**src/rtl/aws_pkg.sv**
```systemverilog
// Shared types and constants for the acoustic wave stencil step block.
// No dependencies; used by the controller, the datapath and the top level.
`default_nettype none
package aws_pkg;

    localparam int GRID_COLS_W = 10;
    localparam int GRID_ROWS_W = 16;
    localparam int MARGIN_W    = 6;
    localparam int GAIN_W      = 24;
    localparam int CFG_IDX_W   = 3;
    localparam int CFG_DATA_W  = 24;
    localparam int ROUND_SHIFT = 40;
    localparam int MUL_STEPS   = 8;

    localparam logic [CFG_IDX_W-1:0] REG_GRID_COLS = 3'd0;
    localparam logic [CFG_IDX_W-1:0] REG_GRID_ROWS = 3'd1;
    localparam logic [CFG_IDX_W-1:0] REG_MARGIN    = 3'd2;
    localparam logic [CFG_IDX_W-1:0] REG_GAIN_ROW  = 3'd3;
    localparam logic [CFG_IDX_W-1:0] REG_GAIN_COL  = 3'd4;

    // Controller to datapath commands.
    // mul_sel: [2] column term, [1] upper coefficient half, [0] upper laplacian half
    typedef struct packed {
        logic       latch;
        logic       mem_rd;
        logic       mem_wr;
        logic       coef_en;
        logic       acc_clr;
        logic       mul_en;
        logic [2:0] mul_sel;
        logic       acc_en;
        logic       fin_en;
        logic       res_zero;
    } cmd_t;

endpackage
`default_nettype wire

```
**src/rtl/aws_ctrl.sv**
```systemverilog
// Sequencer for the stencil step: raster position, border test and output handshake.
// Depends on aws_pkg; drives the datapath through cmd_t.
`default_nettype none
module aws_ctrl #(
    parameter int MAX_COLS = 512
) (
    input  wire logic                              clk,
    input  wire logic                              rst_n,
    input  wire logic                              s_tvalid,
    output logic                                   s_tready,
    output logic                                   m_tvalid,
    input  wire logic                              m_tready,
    output logic                                   m_tuser,
    input  wire logic [aws_pkg::GRID_COLS_W-1:0]   grid_cols,
    input  wire logic [aws_pkg::GRID_ROWS_W-1:0]   grid_rows,
    input  wire logic [aws_pkg::MARGIN_W-1:0]      border_margin,
    output aws_pkg::cmd_t                          cmd,
    output logic [$clog2(MAX_COLS)-1:0]            col_addr
);
    import aws_pkg::*;

    localparam int CNT_W  = $clog2(MAX_COLS + 1);
    localparam int ADDR_W = $clog2(MAX_COLS);
    localparam int XW     = (CNT_W > GRID_COLS_W) ? CNT_W : GRID_COLS_W;
    localparam int RW     = GRID_ROWS_W + 2;

    localparam logic [2:0] ST_IDLE = 3'd0;
    localparam logic [2:0] ST_READ = 3'd1;
    localparam logic [2:0] ST_LAP  = 3'd2;
    localparam logic [2:0] ST_COEF = 3'd3;
    localparam logic [2:0] ST_MUL  = 3'd4;
    localparam logic [2:0] ST_FIN  = 3'd5;
    localparam logic [2:0] ST_OUT  = 3'd6;
    localparam logic [2:0] ST_OUT2 = 3'd7;

    logic [2:0]             state_reg, state_next;
    logic [3:0]             step_reg, step_next;
    logic [CNT_W-1:0]       col_reg, col_next;
    logic [GRID_ROWS_W-1:0] row_reg, row_next;
    logic [ADDR_W-1:0]      cur_col_reg;
    logic                   inside_reg, last_row_reg, first_row_reg, eog_reg;

    logic [XW-1:0]          gc, cols_eff, c0, c1;
    logic [GRID_ROWS_W-1:0] rows_eff;
    logic [MARGIN_W-1:0]    m_eff;
    logic [RW-1:0]          r0, r1, er, rows_x, m_r;
    logic [XW:0]            m_c;
    logic                   stale_col, accept, inside_now;

    assign gc       = XW'(grid_cols);
    assign cols_eff = (gc < XW'(3)) ? XW'(3) : ((gc > XW'(MAX_COLS)) ? XW'(MAX_COLS) : gc);
    assign rows_eff = (grid_rows < GRID_ROWS_W'(3)) ? GRID_ROWS_W'(3) : grid_rows;
    assign m_eff    = (border_margin == '0) ? MARGIN_W'(1) : border_margin;
    assign rows_x   = RW'(rows_eff);
    assign m_r      = RW'(m_eff);
    assign m_c      = (XW + 1)'(m_eff);

    // Wrap a position left stale by a geometry change before using it.
    assign stale_col = XW'(col_reg) >= cols_eff;
    assign c0 = stale_col ? '0 : XW'(col_reg);
    always_comb
    begin
        r0 = stale_col ? RW'(row_reg) + RW'(1) : RW'(row_reg);
        if (r0 >= rows_x)
        begin
            r0 = '0;
        end
    end
    assign er = r0 - RW'(1);
    assign inside_now = (r0 != '0) && (er >= m_r) && (er + m_r < rows_x)
                        && ((XW + 1)'(c0) >= m_c) && ((XW + 1)'(c0) + m_c < (XW + 1)'(cols_eff));

    assign c1 = c0 + XW'(1);
    assign r1 = r0 + RW'(1);
    always_comb
    begin
        col_next = CNT_W'(c1);
        row_next = GRID_ROWS_W'(r0);
        if (c1 >= cols_eff)
        begin
            col_next = '0;
            row_next = (r1 >= rows_x) ? '0 : GRID_ROWS_W'(r1);
        end
    end

    assign s_tready = (state_reg == ST_IDLE);
    assign accept   = s_tready && s_tvalid;
    assign m_tvalid = (state_reg == ST_OUT) || (state_reg == ST_OUT2);
    assign m_tuser  = (state_reg == ST_OUT2) && eog_reg;
    assign col_addr = cur_col_reg;

    always_comb
    begin
        state_next = state_reg;
        step_next  = step_reg;
        cmd        = '0;
        case (state_reg)
            ST_IDLE:
            begin
                if (s_tvalid)
                begin
                    cmd.latch  = 1'b1;
                    state_next = ST_READ;
                end
            end
            ST_READ:
            begin
                cmd.mem_rd = 1'b1;
                state_next = ST_LAP;
            end
            ST_LAP:
            begin
                cmd.mem_wr = 1'b1;
                if (first_row_reg)
                begin
                    state_next = ST_IDLE;
                end
                else if (inside_reg)
                begin
                    state_next = ST_COEF;
                end
                else
                begin
                    state_next = ST_FIN;
                end
            end
            ST_COEF:
            begin
                cmd.coef_en = 1'b1;
                cmd.acc_clr = 1'b1;
                step_next   = '0;
                state_next  = ST_MUL;
            end
            ST_MUL:
            begin
                // Product of step n lands in the accumulator at step n+1.
                cmd.mul_en  = (step_reg < 4'(MUL_STEPS));
                cmd.mul_sel = step_reg[2:0];
                cmd.acc_en  = (step_reg != '0);
                step_next   = step_reg + 4'd1;
                if (step_reg == 4'(MUL_STEPS))
                begin
                    state_next = ST_FIN;
                end
            end
            ST_FIN:
            begin
                cmd.fin_en   = 1'b1;
                cmd.res_zero = !inside_reg;
                state_next   = ST_OUT;
            end
            ST_OUT:
            begin
                if (m_tready)
                begin
                    if (last_row_reg)
                    begin
                        cmd.fin_en   = 1'b1;
                        cmd.res_zero = 1'b1;
                        state_next   = ST_OUT2;
                    end
                    else
                    begin
                        state_next = ST_IDLE;
                    end
                end
            end
            ST_OUT2:
            begin
                if (m_tready)
                begin
                    state_next = ST_IDLE;
                end
            end
            default:
            begin
                state_next = ST_IDLE;
            end
        endcase
    end

    always_ff @(posedge clk or negedge rst_n)
    begin
        if (!rst_n)
        begin
            state_reg     <= ST_IDLE;
            step_reg      <= '0;
            col_reg       <= '0;
            row_reg       <= '0;
            cur_col_reg   <= '0;
            inside_reg    <= 1'b0;
            last_row_reg  <= 1'b0;
            first_row_reg <= 1'b0;
            eog_reg       <= 1'b0;
        end
        else
        begin
            state_reg <= state_next;
            step_reg  <= step_next;
            if (accept)
            begin
                col_reg       <= col_next;
                row_reg       <= row_next;
                cur_col_reg   <= ADDR_W'(c0);
                inside_reg    <= inside_now;
                first_row_reg <= (r0 == '0);
                last_row_reg  <= (r0 == rows_x - RW'(1));
                eog_reg       <= (c0 == cols_eff - XW'(1));
            end
        end
    end

endmodule
`default_nettype wire

```
**config.mk**
```make
export PLATFORM = sky130hd
export DESIGN_NAME = aws_ctrl
export DESIGN_NICKNAME = d
export VERILOG_FILES = /design/src/rtl/aws_pkg.sv /design/src/rtl/aws_ctrl.sv
export SDC_FILE = /design/constraint.sdc
export NUM_CORES = 1
export LEC_CHECK = 0
export BUFFER_PORTS_ARGS = -buffer_cell sky130_fd_sc_hd__buf_2
export CORE_UTILIZATION = 53
export CTS_CLUSTER_DIAMETER = 200
export DETAILED_ROUTE_END_ITERATION = 8
export GPL_TIMING_DRIVEN = 0
export HOLD_SLACK_MARGIN = 0.03
export PLACE_DENSITY_LB_ADDON = 0.15
export SLEW_MARGIN = 25
export SYNTH_ARGS = -nofsm -noshare
export SYNTH_HDL_FRONTEND = slang
export SYNTH_SLANG_ARGS = --single-unit
```
**constraint.sdc**
```tcl
create_clock -name clk -period 7.7 [get_ports clk]
set_input_delay 1.54 -clock clk [delete_from_list [all_inputs] [get_ports clk]]
set_output_delay 1.54 -clock clk [all_outputs]
set_load 0.02 [all_outputs]
```
; ---- Word level (Yosys, flattened, before mapping)
; Index checks and enable logic that the tools add are counted.
[op_classes]
add_sub_neg = 9
eq_ne = 14
order_cmp = 12
n_reduce_logical = 15
mux = 28
[op_table]
columns = op, n
row1 = $mux 16, 3
row2 = $mux 10, 4
row3 = $mux 17, 2
row4 = $pmux 3 s8, 1
row5 = $mux 3, 7
row6 = $ge 10x10->1, 2
row7 = $add 18x1->18 const B, 1
row8 = $add 18x6->18, 1
row9 = $eq 17x18->1, 1
row10 = $ge 18x16->1, 1
row11 = $ge 18x6->1, 1
row12 = $logic_not 18->1, 1
row13 = $lt 18x16->1, 1
row14 = $reduce_bool 18->1, 1
row15 = $sub 18x1->18 const B, 1
row16 = $add 16x1->17 const B, 1
row17 = $ge 17x16->1, 1
row18 = $sub 16x1->17 const B, 1
row19 = $lt 16x2->1 const B, 1
row20 = $eq 3x3->1 const B, 4
row21 = $add 10x6->11, 1
row22 = $lt 11x10->1, 1
row23 = $add 10x1->10 const B, 1
row24 = $eq 10x10->1, 1
row25 = 24 further kinds, 38
[word_totals]
in_bits = 36
register_bits = 46
word_cells = 87

; ---- Longest topological paths before layout
[depth]
depth_word = 13
mapped_depth = 49
mapped_depth_nobuf = 44

; ---- Worst setup path after synthesis
; OpenSTA, ideal clock, no wires.
[synth_timing]
path_kind = input -> register
startpoint = input grid_cols[3] (netlist name)
endpoint = register inside_reg
setup_ns = 0.086
cell_stages = 45
arrival_time_ns = 9.660
n_path_buf = 4
path_slack_ns = -2.046
cell_sequence = or4_1 nor4_1 o21ai_0 ha_1 and2_1 a221oi_2 o211a_4 buf_6 buf_6 nor4b_1 xnor2_1 inv_1 ha_1 a211oi_1 o21ai_0 a21o_1 a221oi_1 o21a_1 [... 9 more ...] nor2_1 o21bai_1 a21oi_1 o21bai_1 nor2b_1 xor2_1 ha_1 a21oi_1 nor2b_1 o21ai_0 a21oi_1 a211oi_1 o211ai_1 a41oi_1 o221ai_1 a211oi_1 a21oi_1 nor3_1
[synth_between]
elab_chain_len = 13
elab_cells_between_ends = 21
classes_between = add/sub (3) / order compare (8) / mux (5) / reduce/logical (5)
[synth_lines]
columns = item, line
row1 = "start, declared", aws_ctrl.sv:14  ; input wire logic [aws_pkg::GRID_COLS_W-1:0] grid_cols,
row2 = $gt 10x10->1, aws_ctrl.sv:51  ; assign cols_eff = (gc < XW'(3)) ? XW'(3) : ((gc > XW'(MAX_COLS)) ? XW'(MAX_COLS) : gc);
row3 = $mux 10, aws_ctrl.sv:51
row4 = $mux 10 (*), aws_ctrl.sv:51
row5 = $ge 10x10->1, aws_ctrl.sv:59  ; assign stale_col = XW'(col_reg) >= cols_eff;
row6 = $mux 17, aws_ctrl.sv:63  ; r0 = stale_col ? RW'(row_reg) + RW'(1) : RW'(row_reg);
row7 = $ge 17x16->1, aws_ctrl.sv:64  ; if (r0 >= rows_x)
row8 = $mux 17, aws_ctrl.sv:64
row9 = $sub 18x1->18, aws_ctrl.sv:69  ; assign er = r0 - RW'(1);
row10 = $add 18x6->18 or $ge 18x6->1 (tied branches), aws_ctrl.sv:70  ; assign inside_now = (r0 != '0) && (er >= m_r) && (er + m_r < rows_x)
row11 = $lt 18x16->1 or $logic_and 1x1->1 (tied branches), aws_ctrl.sv:70
row12 = $logic_and 1x1->1, aws_ctrl.sv:70
row13 = $logic_and 1x1->1, aws_ctrl.sv:71  ; && ((XW + 1)'(c0) >= m_c) && ((XW + 1)'(c0) + m_c < (XW + 1)'(cols_eff));
row14 = $logic_and 1x1->1 (*), aws_ctrl.sv:71
row15 = "end signal, assigned", aws_ctrl.sv:205  ; inside_reg <= inside_now;
row16 = "end, declared", aws_ctrl.sv:41  ; logic inside_reg, last_row_reg, first_row_reg, eog_reg;
; Mark *: on every way between the ends. The rest lies on a longest branch, timed or not.
; A chain may end at the register's enable or synchronous reset.

; ---- Worst setup path in the final report
[layout_timing]
startpoint = input grid_cols[6] (netlist name)
endpoint = register inside_reg
; The elaborated chain is that of the path after synthesis.

==> flow_metrics.env <==
export IMPL_outcome="complete, but fails checks"
export IMPL_violations="negative setup slack"
export IMPL_clockRootBuffer="clkbuf_16"
export IMPL_pin_count=60
export IMPL_synth_edf_count=0
export IMPL_viasPerCell=6.390
export IMPL_diodes=0
export IMPL_clkLatencyLatePin_ns=0.30
export IMPL_seq_area_frac_synth_pct=15.06
export IMPL_clkTransAtPathRegs_ns=0.07
export IMPL_cpMaxStageDelayCell="or4_4"
export IMPL_grt_usage_pct=35.35
export IMPL_largest_reg_flops=16
export IMPL_numClockSinks=46
export IMPL_grt_first_pass_wirelength_microns=41060
export IMPL_drc=0
export IMPL_core_sq_um=13990
export IMPL_hp_class="reg -> reg"
export IMPL_slew_headroom_pct=38.74
export IMPL_h_tree_depth=2
export IMPL_num_rows=43
export IMPL_path_class="in -> reg"
export IMPL_num_nets_final=1307
export IMPL_holdBufCountCts=0
export IMPL_grt_setup_unrepaired="true"
export IMPL_setup_viol=17
export IMPL_ys_seq_elements=46
export IMPL_critPathMaxStageDelay_ns=0.55
export IMPL_cts_buffers=5
export IMPL_dp_cells=1286
export IMPL_synth_area_top_cells="ha_1 (18%), dfrtp_1 (15%), xnor2_1 (6.9%)"
export IMPL_ctsLongestPathBuffers=2
export IMPL_ant_nets=0
export IMPL_p_sw_mw=1.607
export IMPL_synth_async_sr_flop_share_pct=100.0
export IMPL_fmax_ghz=0.1050
export IMPL_worst_slack_ns=-1.826
export IMPL_min_path_cells=2
export IMPL_synth_top_area_share_pct=17.68
export IMPL_area_growth_pct=24.30
export IMPL_hold_viol_final=0
export IMPL_synth_commonest_cells="nand2_1 (122), ha_1 (108), nor2_1 (104)"
export IMPL_die_y_microns=122.1
export IMPL_routabilityCongestion=0.9665
export IMPL_synth_cell_types=78
export IMPL_start_util_pct=54.62
export IMPL_yosys_warnings=0
export IMPL_grt_overflow_total=0
export IMPL_switching_share_pct=52.02
export IMPL_firstDrtPassIters=6
export IMPL_dieArea_sq_um=14900
export IMPL_synth_largest_area_cell="ha_1"
export IMPL_slew_viol_final=0
export IMPL_skew_ns=0.01091
export IMPL_ir_worst_vdd_v=0.0003483
export IMPL_cp_required_ns=7.86
export IMPL_post_route_util_pct=67.90
export IMPL_final_area_sq_um=9498
export IMPL_path_common_cell="nor2_1"
export IMPL_clkPwrFrac_pct=9.4
export IMPL_grt_max_degree=47
export IMPL_leakage_nw=4.174
export IMPL_worstPathMaxFanout=10
export IMPL_synthMostInstantiatedCell="nand2_1"
export IMPL_cts_tree="done"
export IMPL_synth_top_flop_cell="dfrtp_1"
export IMPL_synthCells=1047
export IMPL_synth_nets=1193
export IMPL_reg2reg_depth=43
export IMPL_fin_crit_sh_pct=123.7
export IMPL_cp_arrival_ns=9.69
export IMPL_drive_gt1_share_pct=21.69
export IMPL_drtIter0Drc=1075
export IMPL_layoutNonFillerInstCount=1342
export IMPL_fp_dieW_microns=122.1
export IMPL_worst_slew_pin_transition_ns=0.9119
export IMPL_hpwl_microns=19830
export IMPL_pwr_share_comb_pct=78.7
export IMPL_routedWlPerCell_microns=19.54
export IMPL_power_frac_seq_pct=12.0
export IMPL_maxCapViolCount=0
export IMPL_synth_area_sq_um=7641
export IMPL_io_buffers=59
export IMPL_finalCriticalPeriod_ns=9.526
export IMPL_p_int_mw=1.482
export IMPL_crit_path_start_kind="input pin"
export IMPL_grt_antenna_before_repair=0
export IMPL_powerDensity_nw_per_um2=325.2
export IMPL_end_kind="register"
export IMPL_grt_pass1_vias=7865
export IMPL_finalWirelength_microns=26230
export IMPL_place_area_sq_um=8346
export IMPL_vias=8575
export IMPL_syn_area_per_cell_sq_um=7.298
-- layout make-up --
class,count,area (sq um)
multi-input cells,885,6666
fillers,1261,4491
flip-flops and latches,46,1151
repair buffers,108,675.6
plain buffers,55,345.3
inverters,60,240.2
well taps,180,225.2
clock buffers,5,125.1
clock inverters,3,68.82
-- cell families (layout without fill, tap and decap cells) --
group / after synthesis / in the layout / synth area share (%)
AND/OR/NAND/NOR: 419 / 419 / 26.90
AO/OA/AOI/OAI: 261 / 261 / 22.53
buffers and inverters: 116 / 231 / 6.173
adder cells (fa/ha/maj): 110 / 110 / 18.21
XOR/XNOR: 84 / 84 / 9.628
flip-flops: 46 / 46 / 15.06
multiplexers: 11 / 11 / 1.490
-- per-layer routing --
metal / up-vias / wire [microns] / global-route usage, % / share of wire (%)
met3: 78 / 2593 / 5.571 / 9.9
met5: - / 0 / 0 / 0
li1: 4010 / - / - / -
met1: 4000 / 11420 / 49.77 / 44
met4: 0 / 946 / 11.66 / 3.6
met2: 487 / 11270 / 54.66 / 43
-- power groups by stage --
| stage | clock network [mW] | registers [mW] | logic [mW] |
|---|---|---|---|
| finish | 0.289 | 0.370 | 2.43 |
| global route | 0.300 | 0.381 | 2.64 |
| CTS | 0.290 | 0.368 | 2.19 |
| detailed placement | 0 | 0.373 | 1.95 |
| global placement | 0 | 0.370 | 1.92 |
| floorplan | 0 | 0.368 | 1.44 |
-- worst max-delay path: cells and delay by family --
family | cells | cell delay, ns
fa+ha+maj | 5 | 1.53
compound gates | 15 | 2.59
simple gates | 16 | 2.45
mux | 1 | 0.15
xor+xnor | 2 | 0.27
buf+inv | 8 | 1.15
-- stage by stage --
step | hold slack, ns | setup WS, ns | total power, mW | TNS (ns)
5_1_grt | 0.5246 | -2.170 | 3.325 | -21.33
3_5_place_dp | 0.4668 | -3.404 | 2.320 | -45.84
4_1_cts | 0.4824 | -1.654 | 2.850 | -14.67
3_3_place_gp | 0.4563 | -3.379 | 2.292 | -44.83
2_1_floorplan | 0.4355 | -1.353 | 1.810 | -12.80
6_report | 0.4718 | -1.826 | 3.089 | -17.95
-- what timing repair did --
item | 4_1_cts | 5_1_grt
pin swaps | 38 | 49
buffers inserted | 32 | 18
gates resized for setup | 83 | 42
endpoints found under the setup margin | 18 | 17
-- worst paths after layout --
check                      slack [ns]                     from                       end
setup / recovery                -1.83             grid_cols[6]    inside_reg$_DFFE_PN0P_
hold / removal                   0.47  col_addr[7]$_DFFE_PN0P_   col_addr[7]$_DFFE_PN0P_
setup reg to reg                -0.10   col_reg[2]$_DFFE_PN0P_    inside_reg$_DFFE_PN0P_
hold reg to reg                  0.47  col_addr[7]$_DFFE_PN0P_   col_addr[7]$_DFFE_PN0P_
max in group asynchronous        6.01                    rst_n  state_reg[1]$_DFFE_PN0P_
min in group asynchronous        1.26                    rst_n   col_addr[4]$_DFFE_PN0P_
-- cell usage in the layout (no fill, tap or decap), types with 46 or more instances in the layout --
master and count:
buf_2 60, nor2_1 98, nand3_1 46, inv_1 50
nand2_1 114, xnor2_1 53, dfrtp_1 46, buf_4 51
ha_1 97, o21ai_0 53
Power figures use the tool's default switching activity.
